===== src/cordic_pkg.sv =====
// Shared widths, constants, types and the arctangent table for the CORDIC sine/cosine unit.
package cordic_pkg;

  localparam int unsigned IterationsDefault = 26;
  localparam int unsigned RomDepth          = 40;
  localparam int unsigned RomIdxW           = 6;
  localparam int unsigned DataW             = 64;
  localparam int unsigned AngleW            = 62;
  localparam int unsigned OctW              = 3;
  localparam int unsigned ResW              = 32;

  // 1/K gain compensation, Q2.62
  localparam logic [DataW-1:0] XStart = 64'h26DD_3B6A_10D7_969A;

  typedef enum logic [2:0] {
    S_IDLE   = 3'b001,
    S_RUN    = 3'b010,
    S_FINISH = 3'b100
  } state_e;

  typedef enum logic [OctW-1:0] {
    OCT_0 = 3'd0,
    OCT_1 = 3'd1,
    OCT_2 = 3'd2,
    OCT_3 = 3'd3,
    OCT_4 = 3'd4,
    OCT_5 = 3'd5,
    OCT_6 = 3'd6,
    OCT_7 = 3'd7
  } octant_e;

  typedef struct packed {
    logic load;
    logic step;
    logic emit;
  } dp_cmd_t;

  typedef struct packed {
    logic last_iter;
  } dp_status_t;

  // atan(2^-i) in Q2.62
  function automatic logic [DataW-1:0] atan_rom(input logic [RomIdxW-1:0] idx);
    logic [DataW-1:0] v;
    case (idx)
      6'd0:  v = 64'h3243F6A8885A3000;
      6'd1:  v = 64'h1DAC670561BB4F00;
      6'd2:  v = 64'h0FADBAFC96406E80;
      6'd3:  v = 64'h07F56EA6AB0BDB80;
      6'd4:  v = 64'h03FEAB76E59FBD40;
      6'd5:  v = 64'h01FFD55BBA976250;
      6'd6:  v = 64'h00FFFAAADDDB94D8;
      6'd7:  v = 64'h007FFF5556EEEA5C;
      6'd8:  v = 64'h003FFFEAAAB7776E;
      6'd9:  v = 64'h001FFFFD5555BBBC;
      6'd10: v = 64'h000FFFFFAAAAADDE;
      6'd11: v = 64'h0007FFFFF555556F;
      6'd12: v = 64'h0003FFFFFEAAAAAC;
      6'd13: v = 64'h0001FFFFFFD55555;
      6'd14: v = 64'h0000FFFFFFFAAAAB;
      6'd15: v = 64'h00007FFFFFFF5555;
      6'd16: v = 64'h00003FFFFFFFEAAB;
      6'd17: v = 64'h00001FFFFFFFFD55;
      6'd18: v = 64'h00000FFFFFFFFFAB;
      6'd19: v = 64'h000007FFFFFFFFF5;
      6'd20: v = 64'h000003FFFFFFFFFE;
      6'd21: v = 64'h000001FFFFFFFFFF;
      6'd22: v = 64'h000000FFFFFFFFFF;
      6'd23: v = 64'h0000007FFFFFFFFF;
      6'd24: v = 64'h0000003FFFFFFFFF;
      6'd25: v = 64'h0000001FFFFFFFFF;
      6'd26: v = 64'h0000001000000000;
      6'd27: v = 64'h0000000800000000;
      6'd28: v = 64'h0000000400000000;
      6'd29: v = 64'h0000000200000000;
      6'd30: v = 64'h0000000100000000;
      6'd31: v = 64'h0000000080000000;
      6'd32: v = 64'h0000000040000000;
      6'd33: v = 64'h0000000020000000;
      6'd34: v = 64'h0000000010000000;
      6'd35: v = 64'h0000000008000000;
      6'd36: v = 64'h0000000004000000;
      6'd37: v = 64'h0000000002000000;
      6'd38: v = 64'h0000000001000000;
      6'd39: v = 64'h0000000000800000;
      default: v = '0;
    endcase
    return v;
  endfunction

  // Q2.62 -> Q2.30, round to nearest, ties to even, wrapping carry
  function automatic logic [ResW-1:0] round_q230(input logic [DataW-1:0] v);
    logic [ResW-1:0] h;
    logic [ResW-1:0] u;
    logic            inc;
    h   = v[DataW-1:ResW];
    u   = v[ResW-1:0];
    inc = u[ResW-1] & ((|u[ResW-2:0]) | h[0]);
    return h + {{(ResW-1){1'b0}}, inc};
  endfunction

endpackage


===== src/cordic_in_if.sv =====
// Request channel: reduced angle and octant index.
interface cordic_in_if;
  logic                              valid;
  logic                              ready;
  logic [cordic_pkg::AngleW-1:0]     angle;
  logic [cordic_pkg::OctW-1:0]       octant;

  modport source (output valid, angle, octant, input ready);
  modport sink   (input valid, angle, octant, output ready);
endinterface


===== src/cordic_out_if.sv =====
// Response channel: sine and cosine in Q2.30.
interface cordic_out_if;
  logic                              valid;
  logic                              ready;
  logic signed [cordic_pkg::ResW-1:0] sine;
  logic signed [cordic_pkg::ResW-1:0] cosine;

  modport source (output valid, sine, cosine, input ready);
  modport sink   (input valid, sine, cosine, output ready);
endinterface


===== src/cordic_sine_cosine_octant_unit.sv =====
// Top level of the CORDIC sine/cosine unit with octant mapping.
//
// req_i carries one request: angle (Q2.62, first octant) and octant index.
// rsp_o returns sine and cosine in Q2.30 for each request, in order.
// Both channels use valid/ready; a transfer happens when both are high.
//
// One request is in flight at a time. After acceptance the unit runs
// ITERATIONS shift-add rotation steps (one iteration per cycle through
// 64-bit barrel shifts and add/subtract on x, y and z), then rounds and
// maps the octant into the output register. The unit takes a new request
// only after the last result has been written to the output register.
//
// The output register holds a finished result while the receiver stalls;
// the unit still takes and computes the next request, and waits in its
// final step until the output register is free.
// Reset clears the sequencer and the output valid; no result is pending.
module cordic_sine_cosine_octant_unit #(
  parameter int unsigned ITERATIONS = cordic_pkg::IterationsDefault
) (
  input  logic        clk_i,
  input  logic        rst_ni,
  cordic_in_if.sink   req_i,
  cordic_out_if.source rsp_o
);

  cordic_pkg::dp_cmd_t    cmd;
  cordic_pkg::dp_status_t status;

  cordic_ctrl u_ctrl (
    .clk_i       (clk_i),
    .rst_ni      (rst_ni),
    .in_valid_i  (req_i.valid),
    .in_ready_o  (req_i.ready),
    .out_valid_o (rsp_o.valid),
    .out_ready_i (rsp_o.ready),
    .status_i    (status),
    .cmd_o       (cmd)
  );

  cordic_dp #(
    .ITERATIONS (ITERATIONS)
  ) u_dp (
    .clk_i    (clk_i),
    .rst_ni   (rst_ni),
    .cmd_i    (cmd),
    .status_o (status),
    .angle_i  (req_i.angle),
    .octant_i (req_i.octant),
    .sine_o   (rsp_o.sine),
    .cosine_o (rsp_o.cosine)
  );

endmodule


===== src/cordic_ctrl.sv =====
// Sequencer for the CORDIC datapath: accept, iterate, round into the output register.
module cordic_ctrl (
  input  logic                   clk_i,
  input  logic                   rst_ni,
  input  logic                   in_valid_i,
  output logic                   in_ready_o,
  output logic                   out_valid_o,
  input  logic                   out_ready_i,
  input  cordic_pkg::dp_status_t status_i,
  output cordic_pkg::dp_cmd_t    cmd_o
);

  cordic_pkg::state_e state_q, state_d;
  logic               out_valid_q, out_valid_d;
  logic               accept;
  logic               emit;

  assign in_ready_o = (state_q == cordic_pkg::S_IDLE);
  assign accept     = in_valid_i & in_ready_o;
  // output register free, or being drained this cycle
  assign emit       = (state_q == cordic_pkg::S_FINISH) & (~out_valid_q | out_ready_i);

  always_comb begin
    state_d = state_q;
    unique case (state_q)
      cordic_pkg::S_IDLE: begin
        if (accept) state_d = cordic_pkg::S_RUN;
      end
      cordic_pkg::S_RUN: begin
        if (status_i.last_iter) state_d = cordic_pkg::S_FINISH;
      end
      cordic_pkg::S_FINISH: begin
        if (emit) state_d = cordic_pkg::S_IDLE;
      end
      default: state_d = cordic_pkg::S_IDLE;
    endcase
  end

  always_comb begin
    out_valid_d = out_valid_q;
    if (emit) begin
      out_valid_d = 1'b1;
    end else if (out_ready_i) begin
      out_valid_d = 1'b0;
    end
  end

  always_ff @(posedge clk_i or negedge rst_ni) begin
    if (!rst_ni) begin
      state_q     <= cordic_pkg::S_IDLE;
      out_valid_q <= 1'b0;
    end else begin
      state_q     <= state_d;
      out_valid_q <= out_valid_d;
    end
  end

  assign out_valid_o = out_valid_q;
  assign cmd_o.load  = accept;
  assign cmd_o.step  = (state_q == cordic_pkg::S_RUN);
  assign cmd_o.emit  = emit;

endmodule


===== src/cordic_dp.sv =====
// CORDIC x/y/z registers with one shift-add rotation per cycle, rounding and octant mapping.
module cordic_dp #(
  parameter int unsigned ITERATIONS = cordic_pkg::IterationsDefault
) (
  input  logic                              clk_i,
  input  logic                              rst_ni,
  input  cordic_pkg::dp_cmd_t               cmd_i,
  output cordic_pkg::dp_status_t            status_o,
  input  logic [cordic_pkg::AngleW-1:0]     angle_i,
  input  logic [cordic_pkg::OctW-1:0]       octant_i,
  output logic signed [cordic_pkg::ResW-1:0] sine_o,
  output logic signed [cordic_pkg::ResW-1:0] cosine_o
);

  localparam int unsigned IterW = (ITERATIONS > 1) ? $clog2(ITERATIONS) : 1;
  localparam int unsigned DataW = cordic_pkg::DataW;
  localparam int unsigned ResW  = cordic_pkg::ResW;

  logic signed [DataW-1:0]          x_q, x_d, y_q, y_d, z_q, z_d;
  logic signed [DataW-1:0]          x_sh, y_sh;
  logic [DataW-1:0]                 atan_val;
  logic [cordic_pkg::OctW-1:0]      oct_q, oct_d;
  logic [IterW-1:0]                 cnt_q, cnt_d;
  logic [ResW-1:0]                  s_rnd, c_rnd, s_neg, c_neg;
  logic [ResW-1:0]                  sine_q, sine_d, cosine_q, cosine_d;

  assign x_sh     = x_q >>> cnt_q;
  assign y_sh     = y_q >>> cnt_q;
  assign atan_val = cordic_pkg::atan_rom(cordic_pkg::RomIdxW'(cnt_q));

  assign status_o.last_iter = (cnt_q == IterW'(ITERATIONS - 1));

  always_comb begin
    x_d   = x_q;
    y_d   = y_q;
    z_d   = z_q;
    oct_d = oct_q;
    cnt_d = cnt_q;
    if (cmd_i.load) begin
      x_d   = cordic_pkg::XStart;
      y_d   = '0;
      z_d   = {2'b00, angle_i};
      oct_d = octant_i;
      cnt_d = '0;
    end else if (cmd_i.step) begin
      // negative residual angle rotates clockwise
      if (z_q[DataW-1]) begin
        x_d = x_q + y_sh;
        y_d = y_q - x_sh;
        z_d = z_q + atan_val;
      end else begin
        x_d = x_q - y_sh;
        y_d = y_q + x_sh;
        z_d = z_q - atan_val;
      end
      cnt_d = cnt_q + 1'b1;
    end
  end

  assign c_rnd = cordic_pkg::round_q230(x_q);
  assign s_rnd = cordic_pkg::round_q230(y_q);
  assign c_neg = '0 - c_rnd;
  assign s_neg = '0 - s_rnd;

  always_comb begin
    sine_d   = sine_q;
    cosine_d = cosine_q;
    if (cmd_i.emit) begin
      case (cordic_pkg::octant_e'(oct_q))
        cordic_pkg::OCT_0: begin sine_d = s_rnd; cosine_d = c_rnd; end
        cordic_pkg::OCT_1: begin sine_d = c_rnd; cosine_d = s_rnd; end
        cordic_pkg::OCT_2: begin sine_d = c_rnd; cosine_d = s_neg; end
        cordic_pkg::OCT_3: begin sine_d = s_rnd; cosine_d = c_neg; end
        cordic_pkg::OCT_4: begin sine_d = s_neg; cosine_d = c_neg; end
        cordic_pkg::OCT_5: begin sine_d = c_neg; cosine_d = s_neg; end
        cordic_pkg::OCT_6: begin sine_d = c_neg; cosine_d = s_rnd; end
        default:           begin sine_d = s_neg; cosine_d = c_rnd; end
      endcase
    end
  end

  // counter is control; everything else is payload
  always_ff @(posedge clk_i or negedge rst_ni) begin
    if (!rst_ni) begin
      cnt_q <= '0;
    end else begin
      cnt_q <= cnt_d;
    end
  end

  always_ff @(posedge clk_i) begin
    x_q      <= x_d;
    y_q      <= y_d;
    z_q      <= z_d;
    oct_q    <= oct_d;
    sine_q   <= sine_d;
    cosine_q <= cosine_d;
  end

  assign sine_o   = sine_q;
  assign cosine_o = cosine_q;

endmodule


===== src/flat_wrapper.sv =====
// flat-port wrapper written by rule: the top's interface ports become plain ports
module cordic_sine_cosine_octant_unit_flat 
#(
  parameter int unsigned ITERATIONS = cordic_pkg::IterationsDefault
)
  (clk_i, rst_ni, req_i_valid, req_i_angle, req_i_octant, req_i_ready, rsp_o_valid, rsp_o_sine, rsp_o_cosine, rsp_o_ready);
  cordic_in_if req_i_i ();
  cordic_out_if rsp_o_i ();
  input  logic clk_i;
  input  logic rst_ni;
  input wire logic [$bits(req_i_i.valid)-1:0] req_i_valid;
  input wire logic [$bits(req_i_i.angle)-1:0] req_i_angle;
  input wire logic [$bits(req_i_i.octant)-1:0] req_i_octant;
  output wire logic [$bits(req_i_i.ready)-1:0] req_i_ready;
  output wire logic [$bits(rsp_o_i.valid)-1:0] rsp_o_valid;
  output wire logic [$bits(rsp_o_i.sine)-1:0] rsp_o_sine;
  output wire logic [$bits(rsp_o_i.cosine)-1:0] rsp_o_cosine;
  input wire logic [$bits(rsp_o_i.ready)-1:0] rsp_o_ready;
  assign req_i_i.valid = req_i_valid;
  assign req_i_i.angle = req_i_angle;
  assign req_i_i.octant = req_i_octant;
  assign req_i_ready = req_i_i.ready;
  assign rsp_o_valid = rsp_o_i.valid;
  assign rsp_o_sine = rsp_o_i.sine;
  assign rsp_o_cosine = rsp_o_i.cosine;
  assign rsp_o_i.ready = rsp_o_ready;
  cordic_sine_cosine_octant_unit #(.ITERATIONS(ITERATIONS)) u_core (.clk_i(clk_i), .rst_ni(rst_ni), .req_i(req_i_i), .rsp_o(rsp_o_i));
endmodule

===== config.mk =====
export PLATFORM = sky130hd
export DESIGN_NAME = cordic_sine_cosine_octant_unit_flat
export DESIGN_NICKNAME = d
export VERILOG_FILES = /design/src/cordic_pkg.sv /design/src/cordic_in_if.sv /design/src/cordic_out_if.sv /design/src/cordic_sine_cosine_octant_unit.sv /design/src/cordic_ctrl.sv /design/src/cordic_dp.sv /design/src/flat_wrapper.sv
export SDC_FILE = /design/constraint.sdc
export NUM_CORES = 2
export LEC_CHECK = 0
export BUFFER_PORTS_ARGS = -buffer_cell sky130_fd_sc_hd__buf_2
export CORE_MARGIN = 2
export CORE_UTILIZATION = 42
export CTS_BUF_LIST = sky130_fd_sc_hd__clkbuf_4
export CTS_CLUSTER_SIZE = 20
export DETAILED_ROUTE_END_ITERATION = 7
export SETUP_SLACK_MARGIN = 0.3
export SKIP_CTS_REPAIR_TIMING = 1
export SLEW_MARGIN = 25
export SYNTH_ARGS = -nofsm -noshare
export SYNTH_HDL_FRONTEND = slang
export SYNTH_HIERARCHICAL = 1
export SYNTH_SLANG_ARGS = --single-unit

===== constraint.sdc =====
create_clock -name clk_i -period 21.4 [get_ports clk_i]
set_input_delay 2.14 -clock clk_i [delete_from_list [all_inputs] [get_ports clk_i]]
set_output_delay 2.14 -clock clk_i [all_outputs]
set_load 0.005 [all_outputs]

==> flow_summary.toml <==
[setup_path]
path_cells = "buf_4 -> buf_4 -> mux2i_1 -> o22ai_1 -> a221oi_1 -> and4_1 -> and4_1 -> and4_1 -> nand2_1 -> o41a_1 -> xnor2_1 -> ha_1 -> nand2_1 -> or3_1 -> nor3_1 -> nand2_1 -> o21ai_0 -> a41o_1 -> nor2_1 -> o41ai_1 -> o21ba_2 -> a41oi_1 -> mux2i_1 -> mux2_1"
path_class = "register to register"
crit_arrival_ns = 9.93
crit_path_end_kind = "register"
worstSetupStartpointType = "register"
timing.critical_path.required_ns = 22.23
critPathMaxFanout = 53
slowest_delay_ns = 0.82
crit_slowest_cell = "a221oi_1"

[timing]
fin_crit_ns = 9.11
worst_slew_pin_slew_ns = 1.22
maxSlewViolCount = 0
setup-violations-final = 0
fmax_mhz = 110
max_slew_margin_pct = 18.5
final.setup_skew_ns = 0.114
rsz0062_at_grt = "false"
hold_violations = 0
fin_crit_sh_pct = 42.6
fin_tns_setup_ns = 0

[floorplan]
die_w_microns = 317
start_util_pct = 42.5
die_h_microns = 317
die_area_sq_um = 101000
rows = 114
core_area_sq_um = 97000
ios = 135

[synthesis]
synth_edf_count = 129
yosys_warnings = 6
synth.distinct_cells = 120
ys_seq_elements = 268
syn_inst = 5288
synth_top_cell_area_share_pct = 9.39
synth_largest_area_cell = "edfxtp_1"
async_flop_share_pct = 3.36
synth_area_per_cell_sq_um = 7.80
ys_seq_area_share_pct = 16.2
syn_nets = 5573
synthFlopType = "dfxtp_1"
synth_area_leaders = "edfxtp_1 9.4%, ha_1 6.5%, mux4_2 6.4%"
synth.cell_area_sq_um = 41300

[power_and_ir_drop]
peakVddDrop_mv = 0.110
p_switching_w = 0.00496
switching_share_pct = 55.9
pwr-share-seq_pct = 11.9
finalPower_w = 0.00887
p_per_area_nw_per_um2 = 204
leakage_nw = 16.9
pwr-share-clk_pct = 6.0
combPwrFrac_pct = 82.2
p_int_w = 0.00391

[clock_tree]
clock_latency_ns = 0.99
tritoncts = "done"
cts_buffers = 88
cts_buffer_depth = 3
cts-root-buf = "clkbuf_4"
htree_levels = 3
clock-sinks = 268
clk_pin_slew_ns = 0.07

[placed_design]
gp_congestion = 1.06
portBuffers = 134
hpwl_mm = 125

[layout]
nNetsFinal = 5497
final_common_cell = "nand2_1"
layout_common_cells = "514 x nand2_1, 489 x nor2_1, 462 x a21oi_1"
final_util_pct = 44.8
layout-drive-gt1-share_pct = 13.0
syn_to_final_growth_pct = 5.38
fill_cells = 10100

[drt]
drt-wirelength-per-cell_microns = 26.2
viasPerCell = 6.65
initialDrtViolationCount = 5695
vias = 43600
antenna_left = 0
dr.pass1.iters = 7
drt_wl_total_mm = 172
post-route-drc-count = 0

[global_routing]
grt.total_usage_pct = 32.7
grt_max_degree = 119
grt_pass1_wl_mm = 257
grt-ovfl-total = 0
antenna_found_initial = 7
grt_pass1_vias = 41200

[hold_path]
hold_class = "register to register"

[job]
cap_violations = 0

[run_status]
status = "finished clean"
per-stage QoR:
step,worst slack [ns],instances,hold WS [ns],area (sq um)
6_report,12.29,6560,0.491,43500
5_1_grt,11.86,6559,0.502,43500
4_1_cts,12.55,6558,0.490,43500
3_5_place_dp,12.60,6398,0.482,42400
3_3_place_gp,12.03,6396,0.474,42400
2_1_floorplan,13.54,5288,0.432,41300
synthesized netlist by cell type, types with 30 or more instances:
cell type,count
nor2_1,492
clkbuf_1,262
xnor2_1,279
and2_1,54
and3_1,77
a22oi_1,30
o22ai_1,62
mux2i_1,229
nand3_1,144
nor2b_1,48
nand4_1,64
edfxtp_1,129
o21ai_0,339
dfxtp_1,130
nor4_1,37
a21oi_1,462
nand2b_1,47
a21o_1,151
xor2_1,175
o211ai_1,51
a211oi_1,67
inv_1,90
mux4_2,117
o21bai_1,34
nand2_1,515
nor3_1,111
ha_1,213
a221oi_1,33
mux2_2,96
buf_1,44
a31oi_1,86
buf_2,37
o31ai_1,35
o221ai_1,30
power groups by stage:
stage	clock network [W]	registers, W	logic, W
2_1_floorplan	0	0.000888	0.00549
3_3_place_gp	0	0.00104	0.00704
3_5_place_dp	0	0.00104	0.00705
4_1_cts	0.000552	0.00103	0.00710
5_1_grt	0.000574	0.00106	0.00791
6_report	0.000531	0.00105	0.00729
final timing paths:
path | from | to | slack [ns] | cells past startpoint
min in group asynchronous | rst_ni | u_core/u_ctrl/state_q[1] | 1.10 | 1
setup reg to reg | u_core/u_dp/cnt_q[0] | u_core/u_dp/y_q[63] | 12.29 | 24
hold / removal | u_core/u_dp/z_q[62] | u_core/u_dp/z_q[62] | 0.49 | 2
max in group asynchronous | rst_ni | u_core/u_dp/cnt_q[3] | 19.92 | 1
setup / recovery | u_core/u_dp/cnt_q[0] | u_core/u_dp/y_q[63] | 12.29 | 24
hold reg to reg | u_core/u_dp/z_q[62] | u_core/u_dp/z_q[62] | 0.49 | 2
sequential cells by signal, indices dropped and copies added (netlist names):
| name | count |
|---|---|
| u_core/u_ctrl/out_valid_o | 1 |
| u_core/u_ctrl/state_q | 3 |
| u_core/u_dp/cnt_q | 5 |
| u_core/u_dp/cosine_o | 32 |
| u_core/u_dp/oct_q | 3 |
| u_core/u_dp/sine_o | 32 |
| u_core/u_dp/x_q | 64 |
| u_core/u_dp/y_q | 64 |
| u_core/u_dp/z_q | 64 |
cells by family after synthesis:
logic type                 synth area share (%)
xor gates and xnor gates                   9.64
DFF                                        16.2
buffers and inverters                      5.79
and+or+nand+nor                            20.3
adders and majority gates                  6.60
muxes                                      15.9
AOI/OAI and AO/OA                          25.5
worst max-delay path: cells and delay by family, from the launching register on:
family | cells | cell delay (ns)
xor+xnor | 1 | 0.14
buf+inv | 2 | 1.31
fa+ha+maj | 1 | 0.40
flops | 1 | 0.79
simple gates | 9 | 2.21
mux | 3 | 1.16
compound gates | 8 | 2.88
layer usage:
metal	GRT usage, %	wire, microns	up-vias
li1	-	-	19700
met1	40.8	66600	20600
met2	51.0	75000	2676
met3	7.97	18700	649
met4	19.8	11300	4
met5	0	26	-
area by class of cell:
class,count,area (sq um),share of cell area (%)
Antenna cell,2,5.00,0.0115
Clock buffer,117,878,2.02
Tap cell,1276,1600,3.67
Clock inverter,43,181,0.417
Inverter,96,362,0.832
Multi-Input combinational cell,4515,32200,74.1
Sequential cell,268,6730,15.5
Timing Repair Buffer,243,1500,3.44
Power figures use the tool's default switching activity.
